--- src/rtl/pps_pkg.sv ---
// Shared types and constants of the preemptive priority scheduler.
// Used by the channel interfaces, the slot cell and the top level; no dependencies.

package pps_pkg;

	localparam int SLOTS_DEF     = 16;
	localparam int TIME_BITS_DEF = 16;
	localparam int PRIO_BITS_DEF = 8;

	localparam int ID_W      = 8;
	localparam int FTIME_W   = 16;
	localparam int FPRIO_W   = 8;

	localparam logic MODE_ADD  = 1'b0;
	localparam logic MODE_TICK = 1'b1;

	localparam logic STATUS_DONE = 1'b0;
	localparam logic STATUS_FULL = 1'b1;

	typedef enum logic [1:0] {
		ST_IDLE,
		ST_SCAN,
		ST_FINISH
	} state_t;

endpackage

--- src/rtl/pps_item_if.sv ---
// Input channel of the scheduler: valid/ready handshake with one add or tick item.
// Depends on pps_pkg for the field widths.

interface pps_item_if;
	logic                       valid;
	logic                       ready;
	logic                       mode;
	logic [pps_pkg::ID_W-1:0]   proc_id;
	logic [pps_pkg::FTIME_W-1:0] arrival_time;
	logic [pps_pkg::FTIME_W-1:0] burst_length;
	logic [pps_pkg::FPRIO_W-1:0] priority_level;

	modport source (
		output valid, mode, proc_id, arrival_time, burst_length, priority_level,
		input  ready
	);
	modport sink (
		input  valid, mode, proc_id, arrival_time, burst_length, priority_level,
		output ready
	);
endinterface

--- src/rtl/pps_result_if.sv ---
// Output channel of the scheduler: valid/ready handshake with one completion or reject.
// Depends on pps_pkg for the field widths.

interface pps_result_if;
	logic                        valid;
	logic                        ready;
	logic                        status;
	logic [pps_pkg::ID_W-1:0]    done_id;
	logic [pps_pkg::FTIME_W-1:0] completion_time;
	logic [pps_pkg::FTIME_W-1:0] turnaround;
	logic [pps_pkg::FTIME_W-1:0] waiting;

	modport source (
		output valid, status, done_id, completion_time, turnaround, waiting,
		input  ready
	);
	modport sink (
		input  valid, status, done_id, completion_time, turnaround, waiting,
		output ready
	);
endinterface

--- src/rtl/pps_cell.sv ---
// One process slot of the scheduler chain: holds the slot and registers the scan token.
// Depends on pps_pkg for the mode codes.

module pps_cell #(
	parameter int SLOTS     = pps_pkg::SLOTS_DEF,
	parameter int TIME_BITS = pps_pkg::TIME_BITS_DEF,
	parameter int PRIO_BITS = pps_pkg::PRIO_BITS_DEF,
	parameter int CELL_IDX  = 0,
	localparam int IDX_W    = $clog2(SLOTS)
) (
	input  logic clk,
	input  logic arst_n,
	input  logic [3+IDX_W+pps_pkg::ID_W+3*TIME_BITS+PRIO_BITS-1:0] tok_in,
	input  logic [TIME_BITS-1:0] now_time,
	input  logic [IDX_W:0] cmd,
	output logic [3+IDX_W+pps_pkg::ID_W+3*TIME_BITS+PRIO_BITS-1:0] tok_out
);

	typedef struct packed {
		logic                     vld;
		logic                     op;
		logic                     found;
		logic [IDX_W-1:0]         idx;
		logic [pps_pkg::ID_W-1:0] id;
		logic [TIME_BITS-1:0]     arrival;
		logic [TIME_BITS-1:0]     burst;
		logic [TIME_BITS-1:0]     remaining;
		logic [PRIO_BITS-1:0]     prio;
	} tok_t;

	typedef struct packed {
		logic             en;
		logic [IDX_W-1:0] idx;
	} cmd_t;

	tok_t tin, tok_d, tok_q;
	cmd_t cin;

	logic                     busy_q;
	logic [pps_pkg::ID_W-1:0] id_q;
	logic [TIME_BITS-1:0]     arrival_q;
	logic [TIME_BITS-1:0]     burst_q;
	logic [TIME_BITS-1:0]     remaining_q;
	logic [PRIO_BITS-1:0]     prio_q;

	logic take, ready, better, hit;

	assign tin     = tok_t'(tok_in);
	assign cin     = cmd_t'(cmd);
	assign tok_out = tok_q;

	assign take  = tin.vld && (tin.op == pps_pkg::MODE_ADD) && !tin.found && !busy_q;
	assign ready = busy_q && (remaining_q != '0) && (arrival_q <= now_time);
	assign better = tin.vld && (tin.op == pps_pkg::MODE_TICK) && ready &&
		(!tin.found || (prio_q > tin.prio) ||
		 ((prio_q == tin.prio) && (arrival_q < tin.arrival)));
	assign hit = cin.en && (cin.idx == IDX_W'(CELL_IDX));

	always_comb begin
		tok_d = tin;
		if (take) begin
			tok_d.found = 1'b1;
		end else if (better) begin
			tok_d.found     = 1'b1;
			tok_d.idx       = IDX_W'(CELL_IDX);
			tok_d.id        = id_q;
			tok_d.arrival   = arrival_q;
			tok_d.burst     = burst_q;
			tok_d.remaining = remaining_q;
			tok_d.prio      = prio_q;
		end
	end

	always_ff @(posedge clk or negedge arst_n) begin
		if (!arst_n) begin
			tok_q  <= '0;
			busy_q <= 1'b0;
		end else begin
			tok_q <= tok_d;
			if (take) begin
				busy_q <= 1'b1;
			end else if (hit && (remaining_q == TIME_BITS'(1))) begin
				busy_q <= 1'b0;
			end
		end
	end

	always_ff @(posedge clk) begin
		if (take) begin
			id_q        <= tin.id;
			arrival_q   <= tin.arrival;
			burst_q     <= tin.burst;
			remaining_q <= tin.burst;
			prio_q      <= tin.prio;
		end else if (hit) begin
			remaining_q <= remaining_q - TIME_BITS'(1);
		end
	end

endmodule

--- src/rtl/preemptive_priority_scheduler.sv ---
// Top level of the preemptive priority scheduler: control, time counter and result register.
// Depends on pps_pkg, pps_item_if, pps_result_if and a chain of pps_cell slots.
//
// Usage: items arrive on the item channel, results leave on the result channel; both
// are valid/ready channels and a transaction completes when valid and ready are high.
// An add item (mode 0) stores a process in the lowest free slot; if every slot is busy
// it yields one result with status 1. A tick item (mode 1) runs one time unit for the
// ready process of highest priority and yields a result with status 0 when that
// process finishes. An add with zero burst is absorbed and yields nothing.
// Each item sends one token down the row of SLOTS cells, one cell per cycle; the token
// leaving the last cell is captured, the finish step commits it and ready is high again
// once the block is back in its idle step. A result, when there is one, is loaded into
// the output register at the commit and becomes valid from that register. An add with
// zero burst is taken in the idle step and sends no token.
// Results wait in an output register, so a new item is taken while a result is still
// pending; if the receiver stalls and a second result is due, the block holds in its
// last step until the register is free.
// Reset clears time to zero, marks every slot free and empties the output register.

module preemptive_priority_scheduler #(
	parameter int SLOTS     = pps_pkg::SLOTS_DEF,
	parameter int TIME_BITS = pps_pkg::TIME_BITS_DEF,
	parameter int PRIO_BITS = pps_pkg::PRIO_BITS_DEF
) (
	input logic clk,
	input logic arst_n,
	pps_item_if.sink     item,
	pps_result_if.source result
);

	localparam int IDX_W = $clog2(SLOTS);
	localparam int TOK_W = 3 + IDX_W + pps_pkg::ID_W + 3 * TIME_BITS + PRIO_BITS;

	typedef struct packed {
		logic                     vld;
		logic                     op;
		logic                     found;
		logic [IDX_W-1:0]         idx;
		logic [pps_pkg::ID_W-1:0] id;
		logic [TIME_BITS-1:0]     arrival;
		logic [TIME_BITS-1:0]     burst;
		logic [TIME_BITS-1:0]     remaining;
		logic [PRIO_BITS-1:0]     prio;
	} tok_t;

	typedef struct packed {
		logic             en;
		logic [IDX_W-1:0] idx;
	} cmd_t;

	pps_pkg::state_t state_q, state_d;

	logic [TOK_W-1:0] tok_link [0:SLOTS];
	logic [SLOTS-1:0] chain_vld;
	tok_t tok_head, tail;
	cmd_t cmd;

	logic [TIME_BITS-1:0] now_q;
	tok_t                 fin_q;
	logic [TIME_BITS-1:0] fin_ct_q;
	logic [TIME_BITS-1:0] fin_ta_q;

	logic [TIME_BITS+pps_pkg::FTIME_W-1:0] arr_ext, burst_ext;
	logic [PRIO_BITS+pps_pkg::FPRIO_W-1:0] prio_ext;
	logic [TIME_BITS-1:0] arr_in, burst_in;
	logic [PRIO_BITS-1:0] prio_in;

	logic item_ready, inject, capture, commit, need_res;
	logic is_reject;
	logic [TIME_BITS-1:0] ct_res, ta_res, wt_res;
	logic [TIME_BITS+pps_pkg::FTIME_W-1:0] ct_ext, ta_ext, wt_ext;

	logic                          out_valid_q;
	logic                          out_status_q;
	logic [pps_pkg::ID_W-1:0]      out_id_q;
	logic [pps_pkg::FTIME_W-1:0]   out_ct_q, out_ta_q, out_wt_q;

	assign arr_ext   = {{TIME_BITS{1'b0}}, item.arrival_time};
	assign burst_ext = {{TIME_BITS{1'b0}}, item.burst_length};
	assign prio_ext  = {{PRIO_BITS{1'b0}}, item.priority_level};
	assign arr_in    = arr_ext[TIME_BITS-1:0];
	assign burst_in  = burst_ext[TIME_BITS-1:0];
	assign prio_in   = prio_ext[PRIO_BITS-1:0];

	always_comb begin
		tok_head           = '0;
		tok_head.vld       = inject;
		tok_head.op        = item.mode;
		tok_head.id        = item.proc_id;
		tok_head.arrival   = arr_in;
		tok_head.burst     = burst_in;
		tok_head.remaining = burst_in;
		tok_head.prio      = prio_in;
	end

	assign tok_link[0] = tok_head;
	assign tail        = tok_t'(tok_link[SLOTS]);

	for (genvar k = 0; k < SLOTS; k++) begin : g_cell
		pps_cell #(
			.SLOTS     (SLOTS),
			.TIME_BITS (TIME_BITS),
			.PRIO_BITS (PRIO_BITS),
			.CELL_IDX  (k)
		) u_cell (
			.clk      (clk),
			.arst_n   (arst_n),
			.tok_in   (tok_link[k]),
			.now_time (now_q),
			.cmd      (cmd),
			.tok_out  (tok_link[k+1])
		);
		assign chain_vld[k] = tok_link[k+1][TOK_W-1];
	end

	assign is_reject = (fin_q.op == pps_pkg::MODE_ADD) && !fin_q.found;
	assign need_res  = is_reject ||
		((fin_q.op == pps_pkg::MODE_TICK) && fin_q.found &&
		 (fin_q.remaining == TIME_BITS'(1)));

	always_ff @(posedge clk or negedge arst_n) begin
		if (!arst_n) begin
			state_q <= pps_pkg::ST_IDLE;
		end else begin
			state_q <= state_d;
		end
	end

	always_comb begin
		state_d    = state_q;
		item_ready = 1'b0;
		inject     = 1'b0;
		capture    = 1'b0;
		commit     = 1'b0;
		unique case (state_q)
			pps_pkg::ST_IDLE: begin
				item_ready = 1'b1;
				if (item.valid && ((item.mode == pps_pkg::MODE_TICK) || (burst_in != '0))) begin
					inject  = 1'b1;
					state_d = pps_pkg::ST_SCAN;
				end
			end
			pps_pkg::ST_SCAN: begin
				if (tail.vld) begin
					capture = 1'b1;
					state_d = pps_pkg::ST_FINISH;
				end
			end
			pps_pkg::ST_FINISH: begin
				if (!need_res || !out_valid_q || result.ready) begin
					commit  = 1'b1;
					state_d = pps_pkg::ST_IDLE;
				end
			end
			default: begin
				state_d = pps_pkg::ST_IDLE;
			end
		endcase
	end

	assign item.ready = item_ready;
	assign cmd.en     = commit && (fin_q.op == pps_pkg::MODE_TICK) && fin_q.found;
	assign cmd.idx    = fin_q.idx;

	always_ff @(posedge clk) begin
		if (capture) begin
			fin_q    <= tail;
			fin_ct_q <= now_q + TIME_BITS'(1);
			fin_ta_q <= now_q + TIME_BITS'(1) - tail.arrival;
		end
	end

	assign ct_res = is_reject ? '0 : fin_ct_q;
	assign ta_res = is_reject ? '0 : fin_ta_q;
	assign wt_res = is_reject ? '0 : (fin_ta_q - fin_q.burst);
	assign ct_ext = {{pps_pkg::FTIME_W{1'b0}}, ct_res};
	assign ta_ext = {{pps_pkg::FTIME_W{1'b0}}, ta_res};
	assign wt_ext = {{pps_pkg::FTIME_W{1'b0}}, wt_res};

	always_ff @(posedge clk or negedge arst_n) begin
		if (!arst_n) begin
			now_q       <= '0;
			out_valid_q <= 1'b0;
		end else begin
			if (commit && (fin_q.op == pps_pkg::MODE_TICK)) begin
				now_q <= now_q + TIME_BITS'(1);
			end
			if (commit && need_res) begin
				out_valid_q <= 1'b1;
			end else if (result.ready) begin
				out_valid_q <= 1'b0;
			end
		end
	end

	always_ff @(posedge clk) begin
		if (commit && need_res) begin
			out_status_q <= is_reject ? pps_pkg::STATUS_FULL : pps_pkg::STATUS_DONE;
			out_id_q     <= fin_q.id;
			out_ct_q     <= ct_ext[pps_pkg::FTIME_W-1:0];
			out_ta_q     <= ta_ext[pps_pkg::FTIME_W-1:0];
			out_wt_q     <= wt_ext[pps_pkg::FTIME_W-1:0];
		end
	end

	assign result.valid           = out_valid_q;
	assign result.status          = out_status_q;
	assign result.done_id         = out_id_q;
	assign result.completion_time = out_ct_q;
	assign result.turnaround      = out_ta_q;
	assign result.waiting         = out_wt_q;

	// Exactly one token travels the cell row during a scan and none otherwise.
	a_one_token: assert property (@(posedge clk) disable iff (!arst_n)
		(state_q == pps_pkg::ST_SCAN) |-> ($countones(chain_vld) == 1))
		else $error("scan token count is not one");

	a_empty_chain: assert property (@(posedge clk) disable iff (!arst_n)
		(state_q != pps_pkg::ST_SCAN) |-> (chain_vld == '0))
		else $error("token in cell row outside a scan");

	a_time_step: assert property (@(posedge clk) disable iff (!arst_n)
		(commit && (fin_q.op == pps_pkg::MODE_TICK)) |=> (now_q == $past(now_q) + TIME_BITS'(1)))
		else $error("tick did not advance time by one");

	a_load_finish: assert property (@(posedge clk) disable iff (!arst_n)
		$rose(out_valid_q) |-> ($past(state_q) == pps_pkg::ST_FINISH))
		else $error("result loaded outside the finish step");

endmodule
--- src/flat_wrapper.sv ---
// flat-port wrapper written by rule: the top's interface ports become plain ports
module preemptive_priority_scheduler_flat 
#(
	parameter int SLOTS     = pps_pkg::SLOTS_DEF,
	parameter int TIME_BITS = pps_pkg::TIME_BITS_DEF,
	parameter int PRIO_BITS = pps_pkg::PRIO_BITS_DEF
)
  (clk, arst_n, item_valid, item_mode, item_proc_id, item_arrival_time, item_burst_length, item_priority_level, item_ready, result_valid, result_status, result_done_id, result_completion_time, result_turnaround, result_waiting, result_ready);
  pps_item_if item_i ();
  pps_result_if result_i ();
  input logic clk;
  input logic arst_n;
  input wire logic [$bits(item_i.valid)-1:0] item_valid;
  input wire logic [$bits(item_i.mode)-1:0] item_mode;
  input wire logic [$bits(item_i.proc_id)-1:0] item_proc_id;
  input wire logic [$bits(item_i.arrival_time)-1:0] item_arrival_time;
  input wire logic [$bits(item_i.burst_length)-1:0] item_burst_length;
  input wire logic [$bits(item_i.priority_level)-1:0] item_priority_level;
  output wire logic [$bits(item_i.ready)-1:0] item_ready;
  output wire logic [$bits(result_i.valid)-1:0] result_valid;
  output wire logic [$bits(result_i.status)-1:0] result_status;
  output wire logic [$bits(result_i.done_id)-1:0] result_done_id;
  output wire logic [$bits(result_i.completion_time)-1:0] result_completion_time;
  output wire logic [$bits(result_i.turnaround)-1:0] result_turnaround;
  output wire logic [$bits(result_i.waiting)-1:0] result_waiting;
  input wire logic [$bits(result_i.ready)-1:0] result_ready;
  assign item_i.valid = item_valid;
  assign item_i.mode = item_mode;
  assign item_i.proc_id = item_proc_id;
  assign item_i.arrival_time = item_arrival_time;
  assign item_i.burst_length = item_burst_length;
  assign item_i.priority_level = item_priority_level;
  assign item_ready = item_i.ready;
  assign result_valid = result_i.valid;
  assign result_status = result_i.status;
  assign result_done_id = result_i.done_id;
  assign result_completion_time = result_i.completion_time;
  assign result_turnaround = result_i.turnaround;
  assign result_waiting = result_i.waiting;
  assign result_i.ready = result_ready;
  preemptive_priority_scheduler #(.SLOTS(SLOTS), .TIME_BITS(TIME_BITS), .PRIO_BITS(PRIO_BITS)) u_core (.clk(clk), .arst_n(arst_n), .item(item_i), .result(result_i));
endmodule
--- config.mk ---
export PLATFORM = sky130hd
export DESIGN_NAME = preemptive_priority_scheduler_flat
export DESIGN_NICKNAME = d
export VERILOG_FILES = /design/src/rtl/pps_pkg.sv /design/src/rtl/pps_item_if.sv /design/src/rtl/pps_result_if.sv /design/src/rtl/pps_cell.sv /design/src/rtl/preemptive_priority_scheduler.sv /design/src/flat_wrapper.sv
export SDC_FILE = /design/constraint.sdc
export NUM_CORES = 2
export LEC_CHECK = 0
export ABC_AREA = 1
export BUFFER_PORTS_ARGS = -buffer_cell sky130_fd_sc_hd__buf_2
export CORE_UTILIZATION = 45
export CTS_CLUSTER_DIAMETER = 120
export DETAILED_ROUTE_END_ITERATION = 12
export GPL_ROUTABILITY_DRIVEN = 1
export MAX_ROUTING_LAYER = met4
export PLACE_DENSITY_LB_ADDON = 0.05
export SYNTH_ARGS = -nofsm -noshare
export SYNTH_HDL_FRONTEND = slang
export SYNTH_SLANG_ARGS = --single-unit
--- constraint.sdc ---
create_clock -name clk -period 8.7 [get_ports clk]
set_clock_uncertainty 0.15 [all_clocks]
set_input_delay 2.61 -clock clk [delete_from_list [all_inputs] [get_ports clk]]
set_output_delay 2.61 -clock clk [all_outputs]
set_load 0.1 [all_outputs]
-- Word-level counts from Yosys, hierarchy flattened
Cells that the tools add are included.
- flip-flop bits (word level): 2322
- bits of input ports: 53
- output and inout bits: 59
- word-level logic and storage cells: 816
- $add $sub $neg: 19
- order comparisons: 46
- eq/ne operators: 52
- multiplexer cells: 126
- bitwise operators: 17
- reduce and logical (&&, ||, !) cells: 301
- operators with widths (kind ; count):
    69-bit 2-to-1 mux ; 16
    68-bit 2-to-1 mux ; 16
    16-bit 2-to-1 mux ; 32
    16-bit by 1-bit equality test with 1-bit output, second input constant ; 17
    16-bit nonzero test ; 17
    16-bit <= comparator ; 16
    16-bit by 1-bit subtractor with 16-bit output, second input constant ; 16
    16-bit < comparator ; 15
    1-bit logical AND ; 180
    8-bit equality test ; 15
    8-bit > comparator ; 15
    2-bit nonzero test ; 33
    1-bit 2-to-1 mux ; 58
    1-bit zero test ; 34
    1-bit logical OR ; 34
    4-bit equality test, second input constant ; 8
    16-bit subtractor ; 2
    1-bit inverter ; 17
    16-bit by 1-bit adder with 16-bit output, second input constant ; 1
    4-bit by 3-bit equality test with 1-bit output, second input constant ; 4
    4-bit by 2-bit equality test with 1-bit output, second input constant ; 2
    2-bit 2-to-1 mux ; 3
    2-bit case mux with 3 select lines ; 1
    4-bit by 1-bit equality test with 1-bit output, second input constant ; 1
    other kinds (7) ; 8

-- Longest topological paths before layout
- word-level depth: 14
- depth in mapped cells: 17
- mapped depth without buffers: 16

-- Cells and area by module
A second synthesis with hierarchy kept.
- cell total of the unflattened synthesis: 10938
- area, all modules: 107932.3 um^2
- by module, submodules not included (module ; instances ; cells each ; area each (um^2) ; seq. area each (um^2)):
    pps_cell (u_core.g_cell[13].u_cell ...) ; 2 ; 639 ; 6293.5 ; 3723.6
    pps_cell (u_core.g_cell[10].u_cell ...) ; 2 ; 637 ; 6281.0 ; 3723.6
    pps_cell (u_core.g_cell[12].u_cell ...) ; 2 ; 637 ; 6278.5 ; 3723.6
    pps_cell (u_core.g_cell[1].u_cell ...) ; 2 ; 637 ; 6274.8 ; 3723.6
    pps_cell (u_core.g_cell[6].u_cell ...) ; 2 ; 636 ; 6272.3 ; 3723.6
    preemptive_priority_scheduler ; 1 ; 744 ; 7430.9 ; 4529.3
    pps_cell (u_core.g_cell[7].u_cell) ; 1 ; 638 ; 6294.8 ; 3723.6
    pps_cell (u_core.g_cell[11].u_cell) ; 1 ; 639 ; 6292.3 ; 3723.6
    pps_cell (u_core.g_cell[15].u_cell) ; 1 ; 639 ; 6291.0 ; 3723.6
    pps_cell (u_core.g_cell[4].u_cell) ; 1 ; 636 ; 6279.8 ; 3723.6
    pps_cell (u_core.g_cell[8].u_cell) ; 1 ; 635 ; 6272.3 ; 3723.6
    pps_cell (u_core.g_cell[0].u_cell) ; 1 ; 635 ; 6271.0 ; 3723.6

-- Worst setup path after synthesis
No wires, ideal clock.
- kind: input to register
- from: input item_burst_length[6]
- to: register u_core.g_cell[0].u_cell.remaining_q[14] (data pin)
- library setup time: 336 ps
- arrival time: 4801 ps
- required time: 8214 ps
- slack: 3413 ps
- cell stages on the path: 10
- buffers on the path: 1
- cells stage by stage: inv_1 > nand2_1 > nor3_1 > nand4_1 > nor2_1 > nand2_1 > nand3_1 > inv_1 > clkbuf_1 > o21ai_0
- longest elaborated chain between the ends: 8
- ends and longest elaborated chain (item ; line ; RTL):
    start, declared ; flat_wrapper.sv:17 ; input wire logic [$bits(item_i.burst_length)-1:0] item_burst_length;
    16-bit nonzero test ; preemptive_priority_scheduler.sv:138 ; if (item.valid && ((item.mode == pps_pkg::MODE_TICK) || (burst_in != '0))) begin
    1-bit logical OR ; preemptive_priority_scheduler.sv:138 ;
    1-bit logical AND ; preemptive_priority_scheduler.sv:138 ;
    1-bit 2-to-1 mux ; preemptive_priority_scheduler.sv:138 ;
    1-bit 2-to-1 mux ; preemptive_priority_scheduler.sv:135 ; unique case (state_q)
    1-bit logical AND (2 in series) ; pps_cell.sv:52 ; assign take = tin.vld && (tin.op == pps_pkg::MODE_ADD) && !tin.found && !busy_q;
    net u_core.g_cell[0].u_cell.take ; pps_cell.sv:46 ; logic take, ready, better, hit;
    16-bit 2-to-1 mux ; pps_cell.sv:89 ; if (take) begin
    end signal, assigned ; pps_cell.sv:93 ; remaining_q <= tin.burst;
    end signal, assigned ; pps_cell.sv:96 ; remaining_q <= remaining_q - TIME_BITS'(1);
    end, declared ; pps_cell.sv:43 ; logic [TIME_BITS-1:0] remaining_q;
The timed path passes the listed nets, and every way through them passes these cells.
A chain may end at the register's enable or synchronous reset.

-- Worst setup path in the final report
- from: register u_core.state_q[0]
- to: output item_ready
- longest elaborated chain between the ends: 2
- ends and longest elaborated chain (item ; line ; RTL):
    start, declared ; preemptive_priority_scheduler.sv:51 ; pps_pkg::state_t state_q, state_d;
    start signal, assigned ; preemptive_priority_scheduler.sv:123 ; state_q <= pps_pkg::ST_IDLE;
    start signal, assigned ; preemptive_priority_scheduler.sv:125 ; state_q <= state_d;
    2-bit zero test ; preemptive_priority_scheduler.sv:135 ;
    1-bit 2-to-1 mux ; preemptive_priority_scheduler.sv:135 ;
    end, declared ; flat_wrapper.sv:19 ; output wire logic [$bits(item_i.ready)-1:0] item_ready;
No other way between the ends.

==> results.yml <==
clocking:
  cts_htree_levels: 5
  clockBufferDepth: 4
  cts_tree: "done"
  clock-sinks: 2307
  cts_root_buf: "clkbuf_16"
  postCtsHoldBufs: 0
  cts_buffers: 276
  post_cts_buffers: 0
  ctsResizeCount: 0
  clock_latency_ns: 0.91
  clk_pin_slew_ns: 0.06
global_route:
  antenna_found_initial: 3
  track_usage_pct: 24.04
  grt_pass1_vias: 71410
  grt_max_degree: 164
  grt-ovfl-total: 0
  grt_pass1_wl_mm: 427.4
sta:
  finalSetupTns_ns: 0
  max_freq_ghz: 0.2140
  setup_ws_ns: 4.027
  timing.final.crit_share_pct: 53.72
  min_period_ns: 4.673
  finalSetupViolCount: 0
  rsz0062_at_grt: "false"
  hold_violations: 0
  worstMarginPinSlew_ns: 1.215
  slew_headroom_pct: 19.01
  finalMaxSlewViolations: 0
setup_path:
  worstSetupPathType: "register to output pin"
  critical_path.endpoint_type: "output pin"
  crit_arrival_ns: 1.91
  startpoint_type: "register"
  cpPeakStageDelay_ns: 0.44
  slowest_stage: "buf_2"
  rrSetupSlack_ns: 4.32
  cp_max_fo: 4
  cpLargestDelayFamily: "buffers and inverters"
  startpoint: "u_core.state_q[0]$_DFFE_PN0P_"
  path_cells: "nor2_1 -> buf_2"
  crit_required_ns: 5.94
  r2r_start: "u_core.now_q[9]$_DFFE_PN0N_"
  crit_buf_inv: 1
logic_synthesis:
  synth_warnings: 0
  syn_area_per_cell_um2: 10.00
  ys_top_cells_by_count: "nand2_1 (3296), edfxtp_1 (1159), dfrtp_1 (1148)"
  synth_seq_cells: 2307
  syn_nets: 11190
  ys_seq_area_share_pct: 60.65
  synth.most_common_cell: "nand2_1"
  synth_cell_type_count: 50
  async_flop_share_pct: 49.76
  synth_top_cell_by_area: "edfxtp_1"
  syn_area_mm2: 0.1047
  synth_top_area_share_pct: 33.23
  synthCells: 10470
  synth_ff_type: "edfxtp_1"
  synth_edf_count: 1159
  synth_area_leaders: "edfxtp_1 (33%), dfrtp_1 (27%), nand2_1 (12%), ha_1 (7.9%), nand3_1 (5.4%)"
routing:
  drt_iter0_markers: 5158
  wl_met1_mm: 121.3
  wl_met2_mm: 135.2
  detail_route.wl_per_cell_um: 19.83
  drc: 0
  top_layer_used: "met4"
  met3_length_mm: 9.238
  viasPerCell: 5.224
  drt_first_pass_iters: 6
  routed_wl_mm: 273.6
  antenna_left: 0
  vias: 72090
finish:
  fin_util_pct: 50.70
  finalNetCount: 11290
  area_growth_pct: 11.60
  drive_gt1_share_pct: 6.860
die:
  core_mm2: 0.2306
  die_area_mm2: 0.2347
  dieWidth_um: 484.5
  die_height_um: 484.5
  initial_core_util_pct: 45.43
  fp-row-count: 176
  ioPinCount: 112
power:
  ir_drop_v: 0.0001611
  power_mw: 35.93
  leakage_nw: 53.58
  power.density_mw_per_mm2: 307.4
run_status:
  status: "finished clean"
min_path:
  hold_class: "register to register"
  hold_start: "u_core.g_cell[11].u_cell.tok_out[70]$_DFF_PN0_"
placement:
  gp_congestion: 0.8515
  numPortBuffers: 111
  dpl_worst_slack_ns: 3.368
  place.detailed.hpwl_mm: 186.6
flow_run:
  maxCapViolCount: 0
path summary, 6_finish.rpt:
kind | to | cells after the start
setup / recovery | item_ready | 2
setup reg to reg | u_core.g_cell[0].u_cell.tok_out[12]$_DFF_PN0_ | 13
hold reg to reg | u_core.g_cell[12].u_cell.tok_out[70]$_DFF_PN0_ | 0
hold / removal | u_core.g_cell[12].u_cell.tok_out[70]$_DFF_PN0_ | 0
max in group asynchronous | u_core.g_cell[12].u_cell.tok_out[62]$_DFF_PN0_ | 2
min in group asynchronous | u_core.g_cell[15].u_cell.tok_out[28]$_DFF_PN0_ | 1
stage by stage:
| step | area, um^2 | hold slack (ns) | instances |
|---|---|---|---|
| 3_5_place_dp | 108100 | 0.2138 | 13320 |
| 6_report | 116900 | 0.2254 | 13800 |
| 3_3_place_gp | 108100 | 0.2223 | 13320 |
| 5_1_grt | 116900 | 0.2478 | 13800 |
| 2_1_floorplan | 104700 | 0.2037 | 10470 |
| 4_1_cts | 116900 | 0.2267 | 13800 |
flip-flops by register name, summed over array words and instances (netlist names):
name	count
u_core.cmd	4
u_core.fin_ct_q	16
u_core.fin_q	42
u_core.fin_ta_q	16
u_core.g_cell.u_cell.arrival_q	256
u_core.g_cell.u_cell.burst_q	256
u_core.g_cell.u_cell.busy_q	16
u_core.g_cell.u_cell.id_q	128
u_core.g_cell.u_cell.prio_q	128
u_core.g_cell.u_cell.remaining_q	256
u_core.g_cell.u_cell.tok_out	1113
u_core.now_q	16
u_core.result.completion_time	16
u_core.result.done_id	8
u_core.result.status	1
u_core.result.turnaround	16
u_core.result.valid	1
u_core.result.waiting	16
u_core.state_q	2
report_power, final:
part | leakage (nW) | internal (mW) | switching [mW]
Combinational | 24.9 | 2.61 | 5.79
Clock | 4.34 | 6.73 | 4.47
Sequential | 24.3 | 14.3 | 2.05
Total | 53.6 | 23.6 | 12.3
final cells by class:
type	count	area (um^2)
fillers	20780	113700
flip-flops and latches	2307	63530
multi-input cells	6917	36140
clock buffers	397	8102
well taps	3026	3786
inverters	853	3202
repair buffers	215	1446
clock inverters	83	674.4
diodes	1	2.502
routing by layer:
layer | vias up | GRT usage, %
met5 | - | -
met4 | 0 | 6.875
met3 | 462 | 2.472
met2 | 1379 | 39.60
met1 | 35280 | 31.51
li1 | 34970 | -
placed cells by master, fill, tap and decap left out, drive strengths merged, types with 3 or more instances in the layout:
master,netlist,layout
ha,664,664
nor2,636,636
inv,848,855
nor4,27,27
clkbuf,107,397
nand2,3302,3302
or2,15,15
a31oi,70,70
nand3,1129,1129
o31ai,3,3
xor2,74,74
clkinv,5,67
o21a,51,51
bufinv,0,9
and3,14,14
buf,287,215
dfrtp,1148,1148
a21oi,405,405
xnor2,49,49
nand4,85,85
a21o,6,6
o21ai,273,273
a21boi,20,20
clkinvlp,0,5
edfxtp,1159,1159
o21bai,4,4
nor3,64,64
nand3b,15,15
cells by family (layout without fill, tap and decap cells):
family	count (synthesis)	count (layout)	synth area share (%)
AND/OR/NAND/NOR	5290	5290	20.90
flip-flops	2307	2307	60.65
buffers and inverters	1247	1548	5.088
AO/OA/AOI/OAI	836	836	4.335
adder cells (fa/ha/maj)	666	666	7.970
XOR/XNOR	123	123	1.029
multiplexers	2	2	0.02150
other	0	1	0
Note: power is estimated with default switching activity, not from simulation.
